<file path="src/rtl/core/qp_pkg.sv">
// Shared types, widths, codes and the CORDIC arctangent table for the
// quaternion pose to camera block. No dependencies.
package qp_pkg;

    localparam int QW          = 16;   // quaternion component width
    localparam int TW          = 32;   // translation width
    localparam int VW          = 32;   // result value width
    localparam int KW          = 3;    // result kind width
    localparam int RW          = 24;   // rotation entry width, Q16.16
    localparam int NW          = 34;   // square root radicand width
    localparam int ISQ_BITS    = 17;   // square root result bits, one per stage
    localparam int CW          = 34;   // CORDIC datapath width
    localparam int ZW          = 20;   // CORDIC angle width
    localparam int ATAN_LEN    = 24;
    localparam int CORDIC_STEPS_DEF = 16;

    localparam logic signed [ZW-1:0] HALF_PI = 20'sd102944;

    // Result kinds
    localparam logic [KW-1:0] ROW_COL0   = 3'd0;
    localparam logic [KW-1:0] ROW_COL1   = 3'd1;
    localparam logic [KW-1:0] ROW_COL2   = 3'd2;
    localparam logic [KW-1:0] ROW_CENTRE = 3'd3;
    localparam logic [KW-1:0] ROW_ANGLE  = 3'd4;

    // Cycles the command port stays busy after each accepted transaction
    localparam logic [2:0] GAP = 3'd4;

    typedef logic [2:0][VW-1:0] vec3_t;

    typedef struct packed {
        logic [2:0][2:0][VW-1:0] col;   // col[k][j]: column k, entry j
        vec3_t                   cen;
        logic                    p_pos;
        logic                    p_neg;
    } side_t;

    typedef struct packed {
        logic signed [RW-1:0] r20;
        logic signed [RW-1:0] r22;
        logic signed [RW-1:0] s;
    } ang_t;

    // Arctangent of 2^-i in Q16.16
    function automatic logic signed [ZW-1:0] atan_q16(input int unsigned i);
        logic signed [ZW-1:0] a;
        case (i)
            0:       a = 20'sd51472;
            1:       a = 20'sd30385;
            2:       a = 20'sd16055;
            3:       a = 20'sd8150;
            4:       a = 20'sd4091;
            5:       a = 20'sd2047;
            6:       a = 20'sd1024;
            7:       a = 20'sd512;
            8:       a = 20'sd256;
            9:       a = 20'sd128;
            10:      a = 20'sd64;
            11:      a = 20'sd32;
            12:      a = 20'sd16;
            13:      a = 20'sd8;
            14:      a = 20'sd4;
            15:      a = 20'sd2;
            16:      a = 20'sd1;
            default: a = 20'sd0;
        endcase
        return a;
    endfunction

endpackage

</file>
<file path="src/rtl/core/qp_emit.sv">
// Result serialiser: holds the five results of one pose and sends them
// one per cycle. Depends on qp_pkg.
module qp_emit (
    input  logic                          clk,
    input  logic                          rst_n,
    input  logic                          in_valid,
    input  qp_pkg::side_t                 side,
    input  logic signed [qp_pkg::ZW-1:0]  yaw,
    input  logic signed [qp_pkg::ZW-1:0]  pitch,
    output logic                          strobe,
    output logic [qp_pkg::KW-1:0]         row_kind,
    output logic signed [qp_pkg::VW-1:0]  val_a,
    output logic signed [qp_pkg::VW-1:0]  val_b,
    output logic signed [qp_pkg::VW-1:0]  val_c,
    output logic                          last
);

    logic [4:0][2:0][qp_pkg::VW-1:0] hold_reg;
    logic [qp_pkg::KW-1:0]           cnt_reg, cnt_next;
    logic                            act_reg, act_next;
    logic signed [qp_pkg::ZW-1:0]    pitch_sel;

    // Saturate pitch outside the arcsine range
    always_comb
    begin
        if (side.p_pos)
            pitch_sel = qp_pkg::HALF_PI;
        else if (side.p_neg)
            pitch_sel = -qp_pkg::HALF_PI;
        else
            pitch_sel = pitch;
    end

    // Step through the held results
    always_comb
    begin
        cnt_next = cnt_reg;
        act_next = act_reg;
        if (in_valid)
        begin
            cnt_next = qp_pkg::ROW_COL0;
            act_next = 1'b1;
        end
        else if (act_reg)
        begin
            if (cnt_reg == qp_pkg::ROW_ANGLE)
                act_next = 1'b0;
            else
                cnt_next = cnt_reg + 3'd1;
        end
    end

    always_ff @(posedge clk or negedge rst_n)
    begin
        if (!rst_n)
        begin
            cnt_reg <= qp_pkg::ROW_COL0;
            act_reg <= 1'b0;
        end
        else
        begin
            cnt_reg <= cnt_next;
            act_reg <= act_next;
        end
    end

    // Capture a finished pose; entry 0 of each row is val_a
    always_ff @(posedge clk)
    begin
        if (in_valid)
        begin
            hold_reg[qp_pkg::ROW_COL0]   <= side.col[0];
            hold_reg[qp_pkg::ROW_COL1]   <= side.col[1];
            hold_reg[qp_pkg::ROW_COL2]   <= side.col[2];
            hold_reg[qp_pkg::ROW_CENTRE] <= side.cen;
            hold_reg[qp_pkg::ROW_ANGLE]  <= {32'd0, 32'(pitch_sel), 32'(yaw)};
        end
    end

    assign strobe   = act_reg;
    assign row_kind = cnt_reg;
    assign val_a    = hold_reg[cnt_reg][0];
    assign val_b    = hold_reg[cnt_reg][1];
    assign val_c    = hold_reg[cnt_reg][2];
    assign last     = (cnt_reg == qp_pkg::ROW_ANGLE);

endmodule

</file>
<file path="config.mk">
export PLATFORM = sky130hd
export DESIGN_NAME = qp_emit
export DESIGN_NICKNAME = d
export VERILOG_FILES = /design/src/rtl/core/qp_pkg.sv /design/src/rtl/core/qp_emit.sv
export SDC_FILE = /design/constraint.sdc
export NUM_CORES = 1
export LEC_CHECK = 0
export BUFFER_PORTS_ARGS = -buffer_cell sky130_fd_sc_hd__buf_2
export CAP_MARGIN = 20
export CORE_AREA = 2 2 209 211
export CTS_BUF_LIST = sky130_fd_sc_hd__clkbuf_4 sky130_fd_sc_hd__clkbuf_8
export DETAILED_ROUTE_END_ITERATION = 8
export DIE_AREA = 0 0 211 213
export GPL_ROUTABILITY_DRIVEN = 0
export SLEW_MARGIN = 5
export SYNTH_ARGS = -nofsm -noshare
export SYNTH_HDL_FRONTEND = slang
export SYNTH_SLANG_ARGS = --single-unit
</file>
<file path="constraint.sdc">
create_clock -name clk -period 2.3 [get_ports clk]
set_input_delay 0.69 -clock clk [delete_from_list [all_inputs] [get_ports clk]]
set_output_delay 0.69 -clock clk [all_outputs]
set_load 0.02 [all_outputs]
</file>
### Word-level counts from Yosys, hierarchy flattened

Index checks and enable logic that the tools add are counted.

* flip-flop bits (word level): 428
* bits in latches: 0
* RAM bits: 0
* ROM bits: 0
* input port bits: 429
* output and inout port bits: 101
* logic and storage cells: 35
* memories kept: 0

* add/sub/neg operators: 1
* multipliers: 0
* div/mod/pow operators: 0
* magnitude comparators: 1
* eq/ne operators: 2
* shifts and indexed selects: 0
* mux-type cells: 10
* bitwise logic cells: 0
* reductions and logical operators: 3

Operators by type and width (number)
* binary-select mux 96 bit (select 3 bit): 1
* 2-to-1 mux 96 bit: 1
* 2-to-1 mux 20 bit: 2
* 2-to-1 mux 3 bit: 3
* less-than comparator 3 x 4 -> 1 bit (second input constant): 1
* adder 3 x 1 -> 3 bit (second input constant): 1
* equality test 3 bit (second input constant): 1
* 2-to-1 mux 1 bit: 3
* inequality test 2 bit (second input constant): 1
* AND reduction 2 bit: 1
* nonzero test 2 bit: 1
* OR reduction 2 bit: 1

### Longest topological paths before layout

* depth in word-level cells: 4
* gate-level depth with buffers: 8
* depth with buffers taken out: 5

### Worst setup path before layout

No wires, ideal clock.

* path type: flip-flop to output port
* start: reg cnt_reg (netlist bit row_kind[0])
* end: out val_b[14] (netlist bit)
* data arrival time: 1.567 ns
* required time: 1.610 ns
* setup slack: 0.043 ns
* stages on the path, launching flop included: 7
* buffers on the path: 3
* cells stage by stage: dfrtp_1 buf_6 buf_6 buf_4 mux2i_1 nor2_1 a221o_1

* cells in the longest elaborated chain, start to end: 2

RTL lines
* from (decl): RTL line qp_emit.sv:19 `logic [qp_pkg::KW-1:0] cnt_reg, cnt_next;`
* from (signal assigned): RTL line qp_emit.sv:57 `cnt_reg <= qp_pkg::ROW_COL0;`
* from (signal assigned): RTL line qp_emit.sv:62 `cnt_reg <= cnt_next;`
* binary-select mux 96 bit (select 3 bit): RTL line qp_emit.sv:83 `assign val_b = hold_reg[cnt_reg][1];`
* 2-to-1 mux 96 bit
* to (decl): RTL line qp_emit.sv:13 `output logic signed [qp_pkg::VW-1:0] val_b,`

No other way between the ends. The select of a mux whose other input is x is not followed.

### Worst setup path after layout

* start: reg cnt_reg (netlist bit row_kind[2])
* end: out val_b[7] (netlist bit)

Same word-level chain as after synthesis.

==> impl_metrics.json <==
{
  "drive_gt1_share_pct": 54.8,
  "cts_buffers": 75,
  "cts_buffer_depth": 3,
  "postSynthAreaPerCell_um2": 19.5,
  "fin_cells": 2086,
  "worst_path_max_delay_cell": "dfrtp_4",
  "cts_tree": "yes",
  "netlist_area_mm2": 0.0166,
  "worstPathArrival_ps": 2280,
  "synthTopCellsByArea": "edfxtp_1 (77%), mux2i_1 (5.5%), mux4_2 (4.3%)",
  "path_clk_slew_ps": 60,
  "hold_viol": 0,
  "leakage_nw": 9.21,
  "post-route-drc-count": 0,
  "grt_max_degree": 49,
  "cts_root_buf": "clkbuf_8",
  "place_inst": 1928,
  "setup_viol": 100,
  "vias": 10300,
  "timing.hold.worst_path_depth": 1,
  "post-dp-hpwl_um": 31200,
  "synth_top_area_share_pct": 76.7,
  "fin_util_pct": 53.9,
  "core_mm2": 0.0427,
  "hold_slack_ps": 201,
  "synth_area_leader_cell": "edfxtp_1",
  "drv_cap": 0,
  "synth-main-ff-cell": "edfxtp_1",
  "syn_inst": 849,
  "io_pins": 530,
  "regArea_mm2": 0.0128,
  "grt_pass1_wl_um": 64200,
  "fp.dieArea_mm2": 0.0449,
  "power_density_mw_per_mm2": 1110,
  "cp_top_family": "flip-flops",
  "max_freq_mhz": 337,
  "drt_pass1_iterations": 5,
  "drt_iter0_markers": 596,
  "die_h_um": 213,
  "violations": "negative setup slack",
  "h-tree-depth": 3,
  "vdd_drop_max_mv": 0.819,
  "multiInputGateArea_mm2": 0.00374,
  "finalCriticalPeriod_ps": 2970,
  "path_class": "reg -> out",
  "setup_total_negative_slack_ps": -57700,
  "die_w_um": 211,
  "cp-end-kind": "output port",
  "drt_wl_total_um": 47100,
  "power_mw": 25.6,
  "hold_end": "hold_reg[233]$_DFFE_PP_",
  "critical-path-max-stage-delay_ps": 530,
  "synth_nets": 1280,
  "vias_per_cell": 4.94,
  "antenna_found_initial": 19,
  "grt_usage_pct": 19.6,
  "path_buf_inv": 2,
  "tightestPinTransition_ps": 457,
  "start_util_pct": 38.9,
  "synth-seq-area-share_pct": 77.3,
  "yosysUniqueCellTypes": 33,
  "r2r-start": "row_kind[1]$_DFFE_PN0P_",
  "grt_pass1_vias": 10900,
  "r2r_slack_ps": 490,
  "numClockSinks": 428,
  "async_reset_ff_share_pct": 0.935,
  "clk_latency_ps": 650,
  "clock_skew_ps": 11.9,
  "wl_per_cell_um": 22.6,
  "area_delta_synth_final_pct": 38.7,
  "cp.required_ps": 1610,
  "cp.depth": 4,
  "io_buffers": 529,
  "slew_violations": 0,
  "n_fill_cell": 3492,
  "status": "finished with violations",
  "post-route-period-util_pct": 129,
  "cp-start-kind": "register",
  "worstPathMaxFanout": 16,
  "layout.nets": 1915,
  "gr-total-overflow": 0,
  "rsz0062_at_grt": "yes",
  "synth_edf_count": 424,
  "final_antenna_net_count": 0,
  "hold_path.class": "in -> reg",
  "layout_setup_ws_ps": -671,
  "slew-limit-headroom_pct": 69.5,
  "r2r-end": "row_kind[1]$_DFFE_PN0P_",
  "largest_reg_flops": 424,
  "rr_worst_depth": 8,
  "crit_chain": "buf_12, mux2_2, a221o_1, buf_2",
  "rows": 76,
  "hold_path.startpoint": "side[331]",
  "yosys_warnings": 0,
  "synth_seq_cells": 428
}
==> synth_stat cells (all sizes together), types with 2 or more instances <==
cell and number:
buf 39, a21o 4, inv 3, and2 6
clkbuf 10, ha 2, nor2 61, nor2b 32
o22ai 26, mux4 32, edfxtp 424, mux2 38
dfrtp 4, mux2i 91, or2 28, and3 2
a221o 37
==> per-layer routing <==
layer  wire length (um)  track usage, %  vias up
met2              23500            32.6      484
met4               1270            7.55       18
met1              17900            23.1     4999
met5                128               0        -
met3               4260            7.43      108
li1                   -               -     4689
==> kinds of logic (layout without fill, tap and decap cells) <==
| group | after synthesis | after routing | synth area share (%) |
|---|---|---|---|
| adders and majority gates | 2 | 2 | 0.151 |
| DFF | 428 | 428 | 77.3 |
| AOI/OAI and AO/OA | 71 | 71 | 3.54 |
| other | 0 | 10 | 0 |
| buffers and inverters | 52 | 733 | 2.14 |
| xor gates and xnor gates | 1 | 1 | 0.0528 |
| and+or+nand+nor | 134 | 134 | 4.15 |
| muxes | 161 | 161 | 12.6 |
==> cells in the final DEF (no fill, tap or decap), types with 12 or more instances in the layout <==
cell      synthesis  routed
clkinv_1          0      12
or2_1            27      23
clkbuf_8          0      76
mux2_2           28      22
buf_2            17     440
buf_6            14      88
a221o_1          37      37
edfxtp_1        424     424
o22ai_1          26      26
clkbuf_4          0      20
mux2_4           10      16
mux4_2           32      32
nor2b_4           0      25
mux2i_1          91      84
buf_4             6      35
buf_12            0      23
nor2_1           61      59
==> timing repair <==
| action | 4_1_cts | 5_1_grt |
|---|---|---|
| buffers inserted | 8 | 6 |
| hold endpoints to repair | 4 | 0 |
| gates resized for setup | 116 | 165 |
| endpoints found under the setup margin | 100 | 100 |
| pin swaps | 3 | 16 |
| cloned | 3 | 12 |
| hold buffers | 1 | 0 |
==> power breakdown <==
group	internal, mW	leakage (nW)	switching (mW)	total [mW]
combinational	4.95	4.33	4.72	9.67
clock	3.38	0.690	3.03	6.41
sequential	9.29	4.19	0.237	9.53
total	17.6	9.21	7.98	25.6
==> cell type report <==
class	instances	share of cell area, %
flip-flops and latches	428	55.8
repair buffers	607	19.0
multi-input cells	369	16.2
clock buffers	96	5.20
well taps	546	2.97
clock inverters	27	0.614
diodes	10	0.109
inverters	3	0.0598
==> worst max-delay path by stage <==
stage,start,endpoint,slack [ps]
2_1_floorplan,row_kind[0]$_DFFE_PN0P_,val_b[14],40
3_3_place_gp,row_kind[0]$_DFFE_PN0P_,val_a[17],-110
3_5_place_dp,row_kind[0]$_DFFE_PN0P_,val_b[16],-80
4_1_cts,row_kind[0]$_DFFE_PN0P_,val_a[26],-820
5_1_grt,row_kind[0]$_DFFE_PN0P_,val_a[28],-760
6_report,row_kind[2]$_DFFE_PN0P_,val_b[7],-670
==> per-stage QoR <==
stage / setup slack [ps] / instance area [um2]
after floorplan: 43.2 / 16600
after global placement: -109 / 20300
after detailed placement: -82.9 / 20300
after CTS: -816 / 22200
after global routing: -756 / 23000
final: -671 / 23000
Note: power is estimated with default switching activity, not from simulation.
