--- src/rtl/core/qp_pkg.sv ---
// Shared types, widths, codes and the CORDIC arctangent table for the
// quaternion pose to camera block. No dependencies.
package qp_pkg;

    localparam int QW          = 16;   // quaternion component width
    localparam int TW          = 32;   // translation width
    localparam int VW          = 32;   // result value width
    localparam int KW          = 3;    // result kind width
    localparam int RW          = 24;   // rotation entry width, Q16.16
    localparam int NW          = 34;   // square root radicand width
    localparam int ISQ_BITS    = 17;   // square root result bits, one per stage
    localparam int CW          = 34;   // CORDIC datapath width
    localparam int ZW          = 20;   // CORDIC angle width
    localparam int ATAN_LEN    = 24;
    localparam int CORDIC_STEPS_DEF = 16;

    localparam logic signed [ZW-1:0] HALF_PI = 20'sd102944;

    // Result kinds
    localparam logic [KW-1:0] ROW_COL0   = 3'd0;
    localparam logic [KW-1:0] ROW_COL1   = 3'd1;
    localparam logic [KW-1:0] ROW_COL2   = 3'd2;
    localparam logic [KW-1:0] ROW_CENTRE = 3'd3;
    localparam logic [KW-1:0] ROW_ANGLE  = 3'd4;

    // Cycles the command port stays busy after each accepted transaction
    localparam logic [2:0] GAP = 3'd4;

    typedef logic [2:0][VW-1:0] vec3_t;

    typedef struct packed {
        logic [2:0][2:0][VW-1:0] col;   // col[k][j]: column k, entry j
        vec3_t                   cen;
        logic                    p_pos;
        logic                    p_neg;
    } side_t;

    typedef struct packed {
        logic signed [RW-1:0] r20;
        logic signed [RW-1:0] r22;
        logic signed [RW-1:0] s;
    } ang_t;

    // Arctangent of 2^-i in Q16.16
    function automatic logic signed [ZW-1:0] atan_q16(input int unsigned i);
        logic signed [ZW-1:0] a;
        case (i)
            0:       a = 20'sd51472;
            1:       a = 20'sd30385;
            2:       a = 20'sd16055;
            3:       a = 20'sd8150;
            4:       a = 20'sd4091;
            5:       a = 20'sd2047;
            6:       a = 20'sd1024;
            7:       a = 20'sd512;
            8:       a = 20'sd256;
            9:       a = 20'sd128;
            10:      a = 20'sd64;
            11:      a = 20'sd32;
            12:      a = 20'sd16;
            13:      a = 20'sd8;
            14:      a = 20'sd4;
            15:      a = 20'sd2;
            16:      a = 20'sd1;
            default: a = 20'sd0;
        endcase
        return a;
    endfunction

endpackage

--- src/rtl/core/qp_cordic.sv ---
// Pipelined vectoring CORDIC for atan2(y, x) in Q16.16: one pre-rotation
// stage, then one stage per iteration. Depends on qp_pkg.
module qp_cordic #(
    parameter int STEPS = qp_pkg::CORDIC_STEPS_DEF
) (
    input  logic                          clk,
    input  logic                          rst_n,
    input  logic                          in_valid,
    input  logic signed [qp_pkg::RW-1:0]  y_in,
    input  logic signed [qp_pkg::RW-1:0]  x_in,
    output logic                          out_valid,
    output logic signed [qp_pkg::ZW-1:0]  angle
);

    localparam int USED = (STEPS < qp_pkg::ATAN_LEN) ? STEPS : qp_pkg::ATAN_LEN;
    localparam int CW   = qp_pkg::CW;
    localparam int ZW   = qp_pkg::ZW;

    logic                 v_s    [0:USED];
    logic                 zero_s [0:USED];
    logic signed [CW-1:0] x_s    [0:USED];
    logic signed [CW-1:0] y_s    [0:USED];
    logic signed [ZW-1:0] z_s    [0:USED];

    logic signed [CW-1:0] xs, ys;

    assign xs = CW'(x_in) <<< 8;
    assign ys = CW'(y_in) <<< 8;

    // Pre-rotate into the right half plane
    always_ff @(posedge clk or negedge rst_n)
    begin
        if (!rst_n)
            v_s[0] <= 1'b0;
        else
            v_s[0] <= in_valid;
    end

    always_ff @(posedge clk)
    begin
        zero_s[0] <= (x_in == '0) && (y_in == '0);
        if (xs < 0)
        begin
            if (ys >= 0)
            begin
                x_s[0] <= ys;
                y_s[0] <= -xs;
                z_s[0] <= qp_pkg::HALF_PI;
            end
            else
            begin
                x_s[0] <= -ys;
                y_s[0] <= xs;
                z_s[0] <= -qp_pkg::HALF_PI;
            end
        end
        else
        begin
            x_s[0] <= xs;
            y_s[0] <= ys;
            z_s[0] <= '0;
        end
    end

    for (genvar g = 0; g < USED; g++)
    begin : g_step
        logic signed [CW-1:0] dx, dy;

        assign dx = y_s[g] >>> g;
        assign dy = x_s[g] >>> g;

        always_ff @(posedge clk or negedge rst_n)
        begin
            if (!rst_n)
                v_s[g+1] <= 1'b0;
            else
                v_s[g+1] <= v_s[g];
        end

        // Rotate towards the x axis
        always_ff @(posedge clk)
        begin
            zero_s[g+1] <= zero_s[g];
            if (y_s[g] >= 0)
            begin
                x_s[g+1] <= x_s[g] + dx;
                y_s[g+1] <= y_s[g] - dy;
                z_s[g+1] <= z_s[g] + qp_pkg::atan_q16(g);
            end
            else
            begin
                x_s[g+1] <= x_s[g] - dx;
                y_s[g+1] <= y_s[g] + dy;
                z_s[g+1] <= z_s[g] - qp_pkg::atan_q16(g);
            end
        end
    end

    assign out_valid = v_s[USED];
    assign angle     = zero_s[USED] ? '0 : z_s[USED];

endmodule

--- config.mk ---
export PLATFORM = sky130hd
export DESIGN_NAME = qp_cordic
export DESIGN_NICKNAME = d
export VERILOG_FILES = /design/src/rtl/core/qp_pkg.sv /design/src/rtl/core/qp_cordic.sv
export SDC_FILE = /design/constraint.sdc
export NUM_CORES = 2
export LEC_CHECK = 0
export BUFFER_PORTS_ARGS = -buffer_cell sky130_fd_sc_hd__buf_2
export CORE_MARGIN = 2
export CORE_UTILIZATION = 30
export CTS_CLUSTER_SIZE = 20
export DETAILED_ROUTE_END_ITERATION = 10
export PLACE_DENSITY = 0.47
export SYNTH_ARGS = -nofsm -noshare
export SYNTH_HDL_FRONTEND = slang
export SYNTH_SLANG_ARGS = --single-unit
--- constraint.sdc ---
create_clock -name clk -period 7.6 [get_ports clk]
set_clock_uncertainty 0.1 [all_clocks]
set_input_delay 0.76 -clock clk [delete_from_list [all_inputs] [get_ports clk]]
set_output_delay 0.76 -clock clk [all_outputs]
set_load 0.01 [all_outputs]
== Word-level counts from Yosys, hierarchy flattened ==
Memories as Yosys holds them, arrays and structs flattened.
Cells that the tools add are included.

* Add/subtract/negate cells: 97
* Magnitude comparators: 18
* Mux-type cells: 110
* Bitwise operators: 54
* Reductions and logical operators: 3

{| class="wikitable"
|+ Operators with widths
! operator !! number
|-
| 2-to-1 mux 34 bit || 36
|-
| >= comparator 34 x 1 -> 1 bit (second input constant) || 16
|-
| 2-to-1 mux 20 bit || 19
|-
| adder 34 x 19 -> 34 bit || 2
|-
| adder 34 x 20 -> 34 bit || 2
|-
| adder 34 x 21 -> 34 bit || 2
|-
| adder 34 x 22 -> 34 bit || 2
|-
| adder 34 x 23 -> 34 bit || 2
|-
| adder 34 x 24 -> 34 bit || 2
|-
| adder 34 x 25 -> 34 bit || 2
|-
| adder 34 x 26 -> 34 bit || 2
|-
| adder 34 x 27 -> 34 bit || 2
|-
| adder 34 x 28 -> 34 bit || 2
|-
| adder 34 x 29 -> 34 bit || 2
|-
| adder 34 x 30 -> 34 bit || 2
|-
| adder 34 x 31 -> 34 bit || 2
|-
| adder 34 x 32 -> 34 bit || 2
|-
| adder 34 x 33 -> 34 bit || 2
|-
| negator 32 -> 34 bit || 2
|-
| subtractor 34 x 19 -> 34 bit || 2
|-
| subtractor 34 x 20 -> 34 bit || 2
|-
| subtractor 34 x 21 -> 34 bit || 2
|-
| subtractor 34 x 22 -> 34 bit || 2
|-
| subtractor 34 x 23 -> 34 bit || 2
|-
| other kinds (48) || 169
|}

* Flip-flop bits (word level): 17
* Bits in writable memories: 1,513
* Bits of input ports: 51
* Output and inout port bits: 21
* Word-level logic and storage cells: 303
* Memories kept: 4

{| class="wikitable"
|+ Memory list
! memory !! depth !! bits a word !! read ports !! clocked after memory_dff !! write ports !! RTL line !! RTL
|-
| x_s || 17 || 34 || 16 || 0 || 17 || qp_cordic.sv:21 || <nowiki>logic signed [CW-1:0] x_s [0:USED];</nowiki>
|-
| y_s || 17 || 34 || 16 || 0 || 17 || qp_cordic.sv:22 || <nowiki>logic signed [CW-1:0] y_s [0:USED];</nowiki>
|-
| z_s || 17 || 20 || 17 || 0 || 17 || qp_cordic.sv:23 || <nowiki>logic signed [ZW-1:0] z_s [0:USED];</nowiki>
|-
| zero_s || 17 || 1 || 17 || 0 || 17 || qp_cordic.sv:20 || <nowiki>logic zero_s [0:USED];</nowiki>
|}

== Logic depth before layout (Yosys ltp) ==
* Word-level depth: 6
* Depth in mapped cells: 21
* Gate-level depth less buffers: 21

== Worst setup path before layout ==
OpenSTA, ideal clock, no wires.

* Kind: register to register
* From: mem y_s[13][16]
* To: mem x_s[14][33]
* Setup time: 72 ps
* Data arrival time: 4,512 ps
* Required time: 7,428 ps
* Setup slack: 2,916 ps
* Cell stages (with the launch flop): 19
* Path buffers: 0
* Period minus slack after synthesis: 4,684 ps
* Cell sequence: dfxtp_1 > nor2_1 > nand4b_1 > or2_2 > or3b_2 > or4_1 > o41ai_1 > xnor2_1 > ha_1 > a21o_1 > a21o_1 > a21o_1 > a22o_1 > a311oi_1 > o21ai_0 > a221oi_1 > o21bai_1 > a21oi_1 > xnor2_1

{| class="wikitable"
|+ RTL lines
! what !! RTL line
|-
| from (decl) || qp_cordic.sv:22
|-
| to (decl) || qp_cordic.sv:21
|}

==> qor.csv <==
stage,metric,value,unit
timing,tightest_slew,1150,ps
route,routedWlPerCell,18.2,um
synth,synth_area_per_cell,8.52,um^2
clock_network,numCtsBuffers,168,
global_route,grt_pass1_wl,444,mm
die,rows,205,
synth,yosys_warnings,0,
timing,max_freq,186,MHz
timing,setup_tns,0,ps
route,vias,79100,
route,drt_wl_total,283,mm
critical_path,crit_chain,"or3_1, nor2_1, nand2_1, or2_2, o41ai_1, xnor2_1, ha_1, and3_1, a31oi_1, o21ai_0, a31oi_1, o21ai_1, o311ai_0, a21oi_1, a221oi_1, nor2b_1, o311ai_0",
die,die-area,319000,um^2
timing,slew_viol_final,0,
timing,min_period,5370,ps
critical_path,cp.required,8210,ps
run,cap_violations,0,
route,drc,0,
timing,min_period_over_period,0.707,
critical_path,cp-start-kind,register,
global_route,grt_pass1_vias,78000,
synth,yosys.area.top_type,dfxtp_1,
synth,synth_flop_cell,dfxtp_1,
clock_network,cts.sinks,1277,
placed_design,numPortBuffers,70,
worst_hold_path,min_path_cells,0,
critical_path,slowest_stage,o311ai_0,
clock_network,cts_buffer_depth,4,
global_route,met2_usage,0.307,
route,viasPerCell,5.09,
final_layout,post_route_cells_drive_above_1_share,0.0465,
die,core,312000,um^2
clock_network,htree_levels,4,
critical_path,crit_fanout,5,
die,die-width,565,um
synth,async_flop_share,0.0133,
worst_hold_path,hold_start,z_s[6][8],
clock_network,cts_tree,built,
timing,slew_headroom,0.215,
final_layout,nets,12500,
die,ioPinCount,72,
global_route,met1_usage,0.219,
critical_path,end_kind,register,
global_route,grt_usage,0.173,
synth,ys_ff_latch,1277,
critical_path,setup.worst_path.class,register to register,
global_route,overflow,0,
synth,yosysTopAreaCellShare,0.256,
synth,syn_area,94300,um^2
final_layout,final_common_cell,dfxtp_1,
clock_network,post_cts_buffers,0,
synth,synth_area_leaders,"dfxtp_1 (26%), ha_1 (16%), xnor2_1 (9.4%)",
timing,rsz0062_at_grt,no,
worst_hold_path,hold_path_class,register to register,
critical_path,critical-path-max-stage-delay,800,ps
synth,syn-instance-count,11100,
placed_design,dp_hpwl,233,mm
clock_network,cts_resized,0,
final_layout,layout_common_cells,"dfxtp_1 (1,192), ha_1 (1,178), xnor2_1 (1,014)",
timing,hold_viol,0,
clock_network,clkLatencyLatePin,850,ps
final_layout,area_growth,11.9,%
synth,seq_area_frac_synth,0.278,
critical_path,reg2reg_slack,2230,ps
status,outcome,finished clean,
route,firstDrtPassIters,6,
synth,synth_enable_flop_cells,55,
worst_hold_path,holdPathEnd,z_s[7][8],
route,drt_iter0_drc,4874,
clock_network,cts-hold-fix-buffers,2,
global_route,top_usage_layer,met2,
synth,synth.distinct_cells,88,
clock_network,cts_root_buffer,clkbuf_16,
final_layout,fillerInstances,32600,
route,ant_nets,0,
clock_network,path_clk_slew,60,ps
die,die_y,565,um
placed_design,place.gp.congestion,0.898,
critical_path,arrival,5990,ps
global_route,antenna_found_initial,13,
critical_path,reg2reg_from,y_s[8][10],
critical_path,worstRegToRegCells,17,
die,start_util,0.302,
critical_path,r2r_end,x_s[9][31],
global_route,grtUsageMet3,0.0180,
timing,setup_viol,0,
global_route,grt_max_degree,72,
-- layer usage --
layer  routed length (um)  share of wire
met3                 9520          0.034
met4                 9140          0.032
met1               128000           0.45
met5                    0              0
met2               137000           0.48
-- registers in the layout, summed over array words and instances, names as in the netlist --
signal / flops
out_valid: 1
v_s: 16
x_s: 466
y_s: 477
z_s: 300
zero_s: 17
-- critical path, delay by kind of cell, from the launching register on --
kind                     cells  cell delay, ps
AO/OA/AOI/OAI                9            2840
AND/OR/NAND/NOR              6            1490
flip-flops                   1             370
adder cells (fa/ha/maj)      1             260
XOR/XNOR                     1             170
-- kinds of logic (layout without fill, tap and decap cells) --
logic type | count (synthesis) | in the layout | synth area share
buffers and inverters | 737 | 932 | 0.0295
adders and majority gates | 1216 | 1216 | 0.164
other | 2 | 146 | 0.0000796
DFF | 1277 | 1277 | 0.278
muxes | 22 | 22 | 0.00239
AOI/OAI and AO/OA | 3311 | 3311 | 0.225
and+or+nand+nor | 2864 | 2864 | 0.149
xor gates and xnor gates | 1633 | 1633 | 0.152
-- metrics by stage --
stage / util / area [um^2] / hold WS (ps) / cells / setup WS, ps
after global routing: 0.338 / 105000 / 161 / 15500 / 1790
after CTS: 0.338 / 105000 / 164 / 15500 / 2170
after floorplan: - / 94800 / 210 / 11200 / 2920
after global placement: 0.319 / 99800 / 211 / 15200 / 2010
after detailed placement: 0.319 / 99800 / 212 / 15200 / 2200
final: 0.338 / 105000 / 163 / 15500 / 2230
-- how the worst max path moves through the flow --
stage                           start           to  slack [ps]  cells after the start
after global routing      y_s[13][15]  x_s[14][33]        1790                     18
after detailed placement   y_s[8][10]   x_s[9][31]        2200                     17
final                      y_s[8][10]   x_s[9][31]        2230                     17
after CTS                  y_s[8][10]   x_s[9][31]        2170                     17
after floorplan           y_s[13][16]  x_s[14][33]        2920                     18
after global placement     y_s[8][10]   x_s[9][31]        2010                     17
-- cells in the mapped netlist (all sizes together), types with 36 or more instances --
| cell type | n |
|---|---|
| dfxtp | 1205 |
| nand4 | 59 |
| inv | 532 |
| nor3 | 201 |
| or2 | 63 |
| edfxtp | 55 |
| o21bai | 171 |
| or4 | 103 |
| or3 | 138 |
| o41ai | 105 |
| o211ai | 53 |
| o21a | 150 |
| o31ai | 209 |
| a21oi | 931 |
| nor4 | 78 |
| a31oi | 88 |
| a21o | 459 |
| xor2 | 619 |
| a31o | 39 |
| o21ai | 715 |
| nor2 | 779 |
| xnor2 | 1014 |
| fa | 38 |
| buf | 45 |
| a21boi | 48 |
| ha | 1178 |
| and2 | 36 |
| nand3 | 210 |
| nand2b | 179 |
| clkbuf | 157 |
| nor2b | 194 |
| and3 | 72 |
| nand2 | 679 |
| a211oi | 85 |
-- cell type report --
cell class                      instances  area [um^2]  share of cell area
Tap cell                             4140         5180              0.0491
Clock inverter                         92         1120              0.0106
Inverter                              535         2010              0.0190
Sequential cell                      1277        26200               0.249
Clock buffer                          202         4510              0.0428
Timing Repair Buffer                  103          603             0.00572
Multi-Input combinational cell       9182        65800               0.624
Antenna cell                           10         25.0            0.000237
Power is not shown: default switching activity piles up to over one toggle a cycle in this logic, so the estimate is an artifact.
