File: src/rtl/core/qp_pkg.sv
// Shared types, widths, codes and the CORDIC arctangent table for the
// quaternion pose to camera block. No dependencies.
package qp_pkg;

    localparam int QW          = 16;   // quaternion component width
    localparam int TW          = 32;   // translation width
    localparam int VW          = 32;   // result value width
    localparam int KW          = 3;    // result kind width
    localparam int RW          = 24;   // rotation entry width, Q16.16
    localparam int NW          = 34;   // square root radicand width
    localparam int ISQ_BITS    = 17;   // square root result bits, one per stage
    localparam int CW          = 34;   // CORDIC datapath width
    localparam int ZW          = 20;   // CORDIC angle width
    localparam int ATAN_LEN    = 24;
    localparam int CORDIC_STEPS_DEF = 16;

    localparam logic signed [ZW-1:0] HALF_PI = 20'sd102944;

    // Result kinds
    localparam logic [KW-1:0] ROW_COL0   = 3'd0;
    localparam logic [KW-1:0] ROW_COL1   = 3'd1;
    localparam logic [KW-1:0] ROW_COL2   = 3'd2;
    localparam logic [KW-1:0] ROW_CENTRE = 3'd3;
    localparam logic [KW-1:0] ROW_ANGLE  = 3'd4;

    // Cycles the command port stays busy after each accepted transaction
    localparam logic [2:0] GAP = 3'd4;

    typedef logic [2:0][VW-1:0] vec3_t;

    typedef struct packed {
        logic [2:0][2:0][VW-1:0] col;   // col[k][j]: column k, entry j
        vec3_t                   cen;
        logic                    p_pos;
        logic                    p_neg;
    } side_t;

    typedef struct packed {
        logic signed [RW-1:0] r20;
        logic signed [RW-1:0] r22;
        logic signed [RW-1:0] s;
    } ang_t;

    // Arctangent of 2^-i in Q16.16
    function automatic logic signed [ZW-1:0] atan_q16(input int unsigned i);
        logic signed [ZW-1:0] a;
        case (i)
            0:       a = 20'sd51472;
            1:       a = 20'sd30385;
            2:       a = 20'sd16055;
            3:       a = 20'sd8150;
            4:       a = 20'sd4091;
            5:       a = 20'sd2047;
            6:       a = 20'sd1024;
            7:       a = 20'sd512;
            8:       a = 20'sd256;
            9:       a = 20'sd128;
            10:      a = 20'sd64;
            11:      a = 20'sd32;
            12:      a = 20'sd16;
            13:      a = 20'sd8;
            14:      a = 20'sd4;
            15:      a = 20'sd2;
            16:      a = 20'sd1;
            default: a = 20'sd0;
        endcase
        return a;
    endfunction

endpackage

File: src/rtl/core/qp_isqrt.sv
// Pipelined integer square root, one result bit per stage.
// Depends on qp_pkg.
module qp_isqrt (
    input  logic                          clk,
    input  logic                          rst_n,
    input  logic                          in_valid,
    input  logic [qp_pkg::NW-1:0]         rad,
    output logic                          out_valid,
    output logic [qp_pkg::ISQ_BITS-1:0]   root
);

    localparam int N = qp_pkg::ISQ_BITS;

    logic                  v_s    [0:N];
    logic [19:0]           rem_s  [0:N];
    logic [N-1:0]          root_s [0:N];
    logic [qp_pkg::NW-1:0] nsh_s  [0:N];

    assign v_s[0]    = in_valid;
    assign rem_s[0]  = '0;
    assign root_s[0] = '0;
    assign nsh_s[0]  = rad;

    for (genvar g = 0; g < N; g++)
    begin : g_stage
        logic [19:0] cat;
        logic [19:0] trial;
        logic        take;

        // Bring down two radicand bits and try the next root bit
        assign cat   = {rem_s[g][17:0], nsh_s[g][qp_pkg::NW-1 -: 2]};
        assign trial = {1'b0, root_s[g], 2'b01};
        assign take  = (cat >= trial);

        always_ff @(posedge clk or negedge rst_n)
        begin
            if (!rst_n)
                v_s[g+1] <= 1'b0;
            else
                v_s[g+1] <= v_s[g];
        end

        always_ff @(posedge clk)
        begin
            rem_s[g+1]  <= take ? (cat - trial) : cat;
            root_s[g+1] <= {root_s[g][N-2:0], take};
            nsh_s[g+1]  <= {nsh_s[g][qp_pkg::NW-3:0], 2'b00};
        end
    end

    assign out_valid = v_s[N];
    assign root      = root_s[N];

endmodule

File: config.mk
export PLATFORM = sky130hd
export DESIGN_NAME = qp_isqrt
export DESIGN_NICKNAME = d
export VERILOG_FILES = /design/src/rtl/core/qp_pkg.sv /design/src/rtl/core/qp_isqrt.sv
export SDC_FILE = /design/constraint.sdc
export NUM_CORES = 1
export LEC_CHECK = 0
export BUFFER_PORTS_ARGS = -buffer_cell sky130_fd_sc_hd__buf_2
export CAP_MARGIN = 0
export CORE_ASPECT_RATIO = 1.5
export CORE_MARGIN = 3
export CORE_UTILIZATION = 50
export DETAILED_ROUTE_END_ITERATION = 8
export GPL_TIMING_DRIVEN = 1
export PLACE_DENSITY = 0.66
export SLEW_MARGIN = 20
export SYNTH_ARGS = -nofsm -noshare
export SYNTH_HDL_FRONTEND = slang
export SYNTH_SLANG_ARGS = --single-unit
File: constraint.sdc
create_clock -name clk -period 2.9 [get_ports clk]
set_input_delay 0.29 -clock clk [delete_from_list [all_inputs] [get_ports clk]]
set_output_delay 0.29 -clock clk [all_outputs]
set_load 0.05 [all_outputs]
After elaboration in Yosys (flattened, before gate mapping)
Index checks and enable logic that the tools add are counted.

Add/sub/neg operators: 16. $lt $le $gt $ge: 17. Multiplexer cells: 16.

Operator list (count): 2-to-1 mux 18 bit (15); greater-or-equal comparator 20 x 10 -> 1 bit (1); greater-or-equal comparator 20 x 11 -> 1 bit (1); greater-or-equal comparator 20 x 12 -> 1 bit (1); greater-or-equal comparator 20 x 13 -> 1 bit (1); greater-or-equal comparator 20 x 14 -> 1 bit (1); greater-or-equal comparator 20 x 15 -> 1 bit (1); greater-or-equal comparator 20 x 16 -> 1 bit (1); greater-or-equal comparator 20 x 17 -> 1 bit (1); greater-or-equal comparator 20 x 18 -> 1 bit (1); greater-or-equal comparator 20 x 3 -> 1 bit (1); greater-or-equal comparator 20 x 4 -> 1 bit (1); greater-or-equal comparator 20 x 5 -> 1 bit (1); greater-or-equal comparator 20 x 6 -> 1 bit (1); greater-or-equal comparator 20 x 7 -> 1 bit (1); greater-or-equal comparator 20 x 8 -> 1 bit (1); greater-or-equal comparator 20 x 9 -> 1 bit (1); subtractor 18 x 10 -> 18 bit (1); subtractor 18 x 11 -> 18 bit (1); subtractor 18 x 12 -> 18 bit (1); subtractor 18 x 13 -> 18 bit (1); subtractor 18 x 14 -> 18 bit (1); subtractor 18 x 15 -> 18 bit (1); subtractor 18 x 16 -> 18 bit (1); 11 further kinds (11).

Register bits after elaboration: 715. Input bits: 37. Output and inout bits: 18. Logic and storage cells: 116.

Depth between registers and ports, before layout
Gate-level depths: netlist of the first run.

Depth in word-level cells: 2. Depth in mapped cells: 13. Gate-level depth less buffers: 10.

Least setup slack after synthesis of the first run
OpenSTA, ideal clock, no wires.

Kind: register -> register. From: register root_s, in the netlist g_stage[15].trial[11]. To: register rem_s, in the netlist g_stage[16].cat[13]. Setup time: 0.121 ns. Arrival time: 2.548 ns. Path slack: 0.232 ns. Stages on the path, launching flop included: 11. Path buffers: 2. Clock period less this slack: 2.668 ns. Cell sequence: dfxtp_1 > inv_1 > ha_1 > clkbuf_1 > and4_1 > nand3_1 > o31a_1 > and4_1 > nor2_2 > buf_2 > mux2_2.

Word-level cells in the longest chain between the ends: 2. Elaborated cells on any way between the ends: 3.

Ends and longest elaborated chain: start, declared (line qp_isqrt.sv:16) `logic [N-1:0] root_s [0:N];`; start signal, assigned by index (line qp_isqrt.sv:46) `root_s[g+1] <= {root_s[g][N-2:0], take};`; greater-or-equal comparator 20 x 17 -> 1 bit (line qp_isqrt.sv:33) `assign take = (cat >= trial);`; via g_stage[15].take (line qp_isqrt.sv:28) `logic take;`; 2-to-1 mux 18 bit (line qp_isqrt.sv:45) `rem_s[g+1] <= take ? (cat - trial) : cat;`; end signal, assigned by index (line qp_isqrt.sv:45); end, declared (line qp_isqrt.sv:15) `logic [19:0] rem_s [0:N];`.

The timed path passes the listed nets, and every way through them passes these cells. A chain may end at the register's enable or synchronous reset.

Final worst setup path of the first run
From: register root_s, in the netlist g_stage[9].trial[2]. To: register rem_s, in the netlist g_stage[10].cat[10].

Word-level cells in the longest chain between the ends: 2. Elaborated cells on any way between the ends: 3.

Ends and longest elaborated chain (line): subtractor 18 x 11 -> 18 bit / greater-or-equal comparator 20 x 11 -> 1 bit (equally long branches) (qp_isqrt.sv:45, qp_isqrt.sv:33); 2-to-1 mux 18 bit (*) (qp_isqrt.sv:45).

Mark *: on every way between the ends. The rest lies on a longest branch, timed or not.

==> reports/results.ini, run 1 <==
[grt]
gr-usage-met2 = 0.389
antenna_found_initial = 0
grt_max_degree = 23
grtUsageMet3 = 0.0281
grt_usage = 0.185
overflow = 0
grt.met1_usage = 0.166
grt_busiest_layer = met2
grt_first_pass_wirelength_um = 80500
grt_pass1_vias = 17300

[timing]
fin_crit_ns = 2.80
slew_violations = 0
fmaxAchievable_mhz = 357
setup_violations = 0
relSlewSlack = 0.287
skew_ns = 0.0218
rsz0062_at_grt = no
fin_crit_sh = 0.967
hold_violations = 0
tightest_slew_ns = 1.06
fin_setup_tns_ns = 0

[yosys]
syn-mean-instance-area_um2 = 10.6
ys_seq_elements = 710
ys_seq_area_frac = 0.565
syn_nets = 2605
netlist_area_um2 = 25300
synthArstFlopShare = 0.0239
synth_edf_count = 0
synth_cells = 2397
yosysTopAreaCell = dfxtp_1
synthTopCellsByArea = dfxtp_1 55%, ha_1 8.5%, xnor2_1 3.6%, xor2_1 3.2%, a21oi_1 3.1%
synth-main-ff-cell = dfxtp_1
synth.top_cell.area_share = 0.548
yosys_warnings = 0
ys_types = 71

[placed_design]
port_buffers = 54
dpl.hpwl_um = 37800
place_area_um2 = 26600
gp_congestion = 0.886

[critical_path]
cp-start-kind = flip-flop
crit_fanout = 19
critical_path_required_ns = 3.37
cp.arrival_ns = 3.28
crit_type = reg2reg
critPathCaptureType = flip-flop

[detailed_routing]
ant_nets = 0
viasPerCell = 5.13
first_iter_violations = 426
route.final.wire_length_um = 49400
drc = 0
drtPass1Iterations = 5
wire_per_inst_um = 15.1
num_vias = 16800

[power_and_ir_drop]
p_leak_nw = 13.9
power.density_nw_per_um2 = 923
vdd_drop_max_v = 0.000584

[final_layout]
layout-drive-gt1-share = 0.104
area_growth_pct = 16.1
final_nets = 2775
diodes = 0
final_cell_mix = 693 x dfxtp_1, 208 x inv_1, 171 x ha_1, 170 x nor2_1, 156 x a21oi_1
final_area_um2 = 29400
layout_commonest_cell = dfxtp_1

[die]
io_pins = 55
die_w_um = 190
die_y_um = 282
coreArea_um2 = 49800
rows = 100
die-area_um2 = 53400
initial_core_util = 0.508

[clocking]
cts_sinks = 710
clock_path_buffers = 3
clk_latency_ns = 0.59
htree_levels = 3
path_clk_slew_ns = 0.06
cts_tree = yes
cts_buffers = 66
cts_root_buf = clkbuf_16

[run]
maxCapViolCount = 0

[outcome]
status = finished, final reports clean

[hold_path]
hold_class = in2async

cell usage after synthesis, drive strengths merged, types with 4 or more instances:
master,number
dfxtp,693
inv,208
ha,171
nor2,171
a21oi,157
nand2,116
xnor2,105
o21ai,102
xor2,93
a21o,49
nor3,48
mux2,37
o21a,32
or3,31
nand2b,30
nor4,30
nand3,29
clkbuf,25
nor2b,25
nand4,19
dfrtp,17
a211oi,16
a31oi,16
o31ai,14
or2,14
buf,12
or4,12
o211ai,11
and3,9
mux2i,9
a2111oi,6
nand3b,6
a22o,5
and2,5
and4,5
nor4b,5
o21bai,5
a311oi,4
o31a,4
timing repair:
action | CTS | global route
hold endpoints to repair | 53 | 0
setup buffers | 0 | 2
gates resized for setup | 0 | 2
setup endpoints to repair | 0 | 8
hold buffers | 37 | 0
cells by family (layout without fill, tap and decap cells):
logic type | after synthesis | count (layout) | synth area share
AND/OR/NAND/NOR | 564 | 564 | 0.111
buffers and inverters | 245 | 465 | 0.0370
flip-flops | 710 | 710 | 0.565
XOR/XNOR | 198 | 198 | 0.0685
AO/OA/AOI/OAI | 462 | 462 | 0.114
adder cells (fa/ha/maj) | 171 | 171 | 0.0845
multiplexers | 46 | 46 | 0.0203
other | 1 | 1 | 0.000148
worst paths after layout:
| kind | start | endpoint | slack [ns] | depth (start not counted) |
|---|---|---|---|---|
| max | g_stage[9].trial[2] | g_stage[10].cat[10] | 0.1 | 9 |
| max reg2reg | g_stage[9].trial[2] | g_stage[10].cat[10] | 0.1 | 9 |
| max in group asynchronous | rst_n | v_s[7] | 2.48 | 2 |
| min | rst_n | v_s[6] | 0.15 | 2 |
| min reg2reg | nsh_s[133] | g_stage[15].cat[1] | 0.32 | 0 |
| min in group clk | nsh_s[133] | g_stage[15].cat[1] | 0.32 | 0 |
report_power, final:
part / internal, mW / total [mW] / switching [mW] / leakage (nW)
Combinational: 2.58 / 5.43 / 2.85 / 6.80
Clock: 5.43 / 9.08 / 3.65 / 1.14
Sequential: 11.5 / 12.6 / 1.13 / 6.00
through the flow:
step	total power, mW	utilization	cells	hold WS (ns)	worst slack, ns
global route	28.7	0.590	3280	0.174	0.000520
global placement	18.0	0.535	3123	0.204	0.212
CTS	27.4	0.590	3278	0.139	0.142
finish	27.1	0.590	3280	0.149	0.0951
detailed placement	18.2	0.535	3123	0.228	0.159
floorplan	16.6	-	2397	-0.00559	0.232
state kept, by name, summed over array words and instances, names as in the netlist:
register       flops
out_valid          1
root              17
nsh_s            240
v_s               16
g_stage.trial    136
g_stage.cat      300
routing by layer:
| metal | vias to the layer above | routed length [µm] | part of all wire |
|---|---|---|---|
| li1 | 8514 | - | - |
| met1 | 7880 | 17100 | 0.35 |
| met5 | - | 0 | 0 |
| met4 | 0 | 2220 | 0.045 |
| met3 | 141 | 1360 | 0.028 |
| met2 | 277 | 28700 | 0.58 |
worst max-delay path, cell delays in order (launching register included):
cell and delay [ns]:
dfxtp_1 0.34, inv_1 0.05, ha_1 0.32, nor2b_1 0.17, o31a_1 0.29, o2111ai_1 0.30, a31oi_1 0.17, or4_1 0.50
buf_4 0.24, mux2_4 0.31
layout make-up:
class	instances	area, µm²
Fill cell	4312	20400
Clock buffer	86	1830
Inverter	208	781
Sequential cell	710	14300
Multi-Input combinational cell	1442	10100
Clock inverter	32	524
Tap cell	663	830
Timing Repair Buffer	139	1030
(Power assumes the default switching activity.)
==> run 2: changes to the inputs <==
- RECOVER_POWER: unset -> 100
==> run 2 against run 1 <==
  * Sequential share of layout area grew 0.23 points
  * Total power shrank 0.17%
  * Via count rose by 0.14%
  * First-iteration DRC count grew 24%
  * Worst setup slack worse by 0.0020 ns
  * Die area did not move
  * Fmax is essentially flat
  * Hold slack improved by 0.18 ns
  * Final cell count unchanged
  * Sequential cell count unchanged
  * Largest power group unchanged
==> reports/results.ini, run 2 (same netlist as run 1, synthesis figures left out) <==
[power_and_ir_drop]
power.density_nw_per_um2 = 926  ; +0.30%
internal_power_mw = 19.5  ; -0.23%
p_clk_frac = 0.335  ; about the same
power_switching_mw = 7.64  ; about the same
seqPwrFrac = 0.466  ; about the same
vdd_drop_max_v = 0.000583  ; -0.14%
pwr-share-comb = 0.199  ; about the same
p_leak_nw = 13.8  ; -0.74%
swShare = 0.282  ; +0.000416

[final_layout]
layout_commonest_cell = dfxtp_1
post-route-util = 0.587  ; -0.00279
layout-drive-gt1-share = 0.0879  ; -0.0164
final_nets = 2775  ; unchanged
diodes = 0  ; unchanged
area_growth_pct = 15.5
final_cell_mix = 693 x dfxtp_1, 208 x inv_1, 171 x nor2_1, 171 x ha_1, 156 x a21oi_1
largest_reg_flops = 300  ; unchanged

[grt]
antenna_found_initial = 0  ; unchanged
grt_max_degree = 23  ; unchanged
overflow = 0  ; unchanged
grt_usage = 0.185  ; unchanged
grt_pass1_vias = 17300  ; unchanged
grt_first_pass_wirelength_um = 80500  ; unchanged

[clocking]
clk_latency_ns = 0.59  ; about the same
cts_tree = yes
cts_buffers = 66  ; unchanged
cts_root_buf = clkbuf_16
path_clk_slew_ns = 0.06  ; about the same
clock_path_buffers = 3  ; unchanged
cts_sinks = 710  ; unchanged
htree_levels = 3  ; unchanged

[critical_path]
cp-start-kind = flip-flop
critical_path_required_ns = 3.37  ; about the same
critPathCaptureType = flip-flop
cp_slowest_stage_delay_ns = 0.50  ; about the same
crit_fanout = 19  ; unchanged
path_cells = inv_1 -> ha_1 -> nor2b_1 -> o31a_1 -> o2111ai_1 -> a31oi_1 -> or4_1 -> buf_4 -> mux2_4
crit_type = reg2reg
cp_slowest_cell = or4_1
cp.arrival_ns = 3.28  ; about the same

[timing]
hold_violations = 0  ; unchanged
fin_crit_ns = 2.81  ; +0.00202 ns
setup_violations = 0  ; unchanged
skew_ns = 0.0219  ; +0.000167 ns
fmaxAchievable_mhz = 356  ; about the same
slew_violations = 0  ; unchanged
relSlewSlack = 0.287  ; -0.000290
holdWs_ns = 0.324  ; +0.175 ns
tightest_slew_ns = 1.06  ; +0.000431 ns
rsz0062_at_grt = no
fin_crit_sh = 0.968  ; about the same
fin_setup_tns_ns = 0  ; unchanged

[placed_design]
dpl.hpwl_um = 37800  ; unchanged
port_buffers = 54  ; unchanged
gp_congestion = 0.886  ; unchanged

[die]
die_y_um = 282  ; unchanged
io_pins = 55  ; unchanged
die-area_um2 = 53400  ; unchanged
coreArea_um2 = 49800  ; unchanged
rows = 100  ; unchanged
die_w_um = 190  ; unchanged
initial_core_util = 0.508  ; unchanged

[hold_path]
hold_class = reg2reg

[outcome]
status = finished, final reports clean

[detailed_routing]
first_iter_violations = 528  ; +24%
drc = 0  ; unchanged
wire_per_inst_um = 15.1  ; about the same
viasPerCell = 5.13  ; +0.14%
ant_nets = 0  ; unchanged
num_vias = 16800  ; +0.14%
drtPass1Iterations = 5  ; unchanged
route.final.wire_length_um = 49400  ; about the same

[run]
maxCapViolCount = 0  ; unchanged

## run 2: changes by cell type in the layout (fill, tap and decap cells not counted), sizes merged
cell | before | now
buf | 102 | 56
clkbuf | 86 | 132
## run 2: cell type report
| type | count | area, µm² |
|---|---|---|
| clock inverters | 32 | 524 |
| well taps | 663 | 830 |
| fillers | 4348 | 20600 |
| repair buffers | 139 | 906 |
| clock buffers | 86 | 1830 |
| flip-flops and latches | 710 | 14300 |
| multi-input cells | 1442 | 10100 |
| inverters | 208 | 781 |
## run 2: path summary, 6_finish.rpt
kind,slack [ns],cells after the start,end,from
worst min register to register,0.32,0,g_stage[15].cat[1],nsh_s[133]
worst min-delay path,0.32,0,g_stage[15].cat[1],nsh_s[133]
min in group asynchronous,0.34,2,v_s[6],rst_n
max in group asynchronous,2.01,2,v_s[7],rst_n
worst max register to register,0.09,9,g_stage[10].cat[10],g_stage[9].trial[2]
worst max-delay path,0.09,9,g_stage[10].cat[10],g_stage[9].trial[2]
## run 2: per-layer routing
metal | track usage | share of wire | up-vias
met5 | 0 | 0 | -
met4 | 0.0924 | 0.045 | 0
met3 | 0.0281 | 0.029 | 147
met2 | 0.389 | 0.58 | 279
met1 | 0.166 | 0.34 | 7892
li1 | - | - | 8517
## run 2: what timing repair did
action                                  in CTS  in global routing
endpoints found under the hold margin       53                  0
hold buffers                                37                  0
endpoints found under the setup margin       0                  8
gates resized for setup                      0                  2
setup buffers                                0                  2
## run 2: power groups by stage
stage,logic (mW),registers (mW),clock network (mW)
3_5_place_dp,5.34,12.8,0
4_1_cts,5.43,12.6,9.37
6_report,5.38,12.6,9.07
5_1_grt,6.02,12.8,9.77
3_3_place_gp,5.23,12.8,0
2_1_floorplan,4.09,12.5,0
## run 2: stage by stage
stage | setup WS [ns] | power [mW] | instance area [µm²] | cells
2_1_floorplan | 0.232 | 16.6 | 25300 | 2397
3_3_place_gp | 0.212 | 18.0 | 26600 | 3123
3_5_place_dp | 0.159 | 18.2 | 26600 | 3123
4_1_cts | 0.142 | 27.4 | 29400 | 3278
5_1_grt | 0.000374 | 28.6 | 29200 | 3280
6_report | 0.0931 | 27.1 | 29200 | 3280
## run 2: critical path: cells and delay by family, from the launching register on
kind,cells,cell delay (ns)
compound gates,3,0.77
fa+ha+maj,1,0.32
buf+inv,2,0.29
flops,1,0.34
mux,1,0.31
simple gates,2,0.67
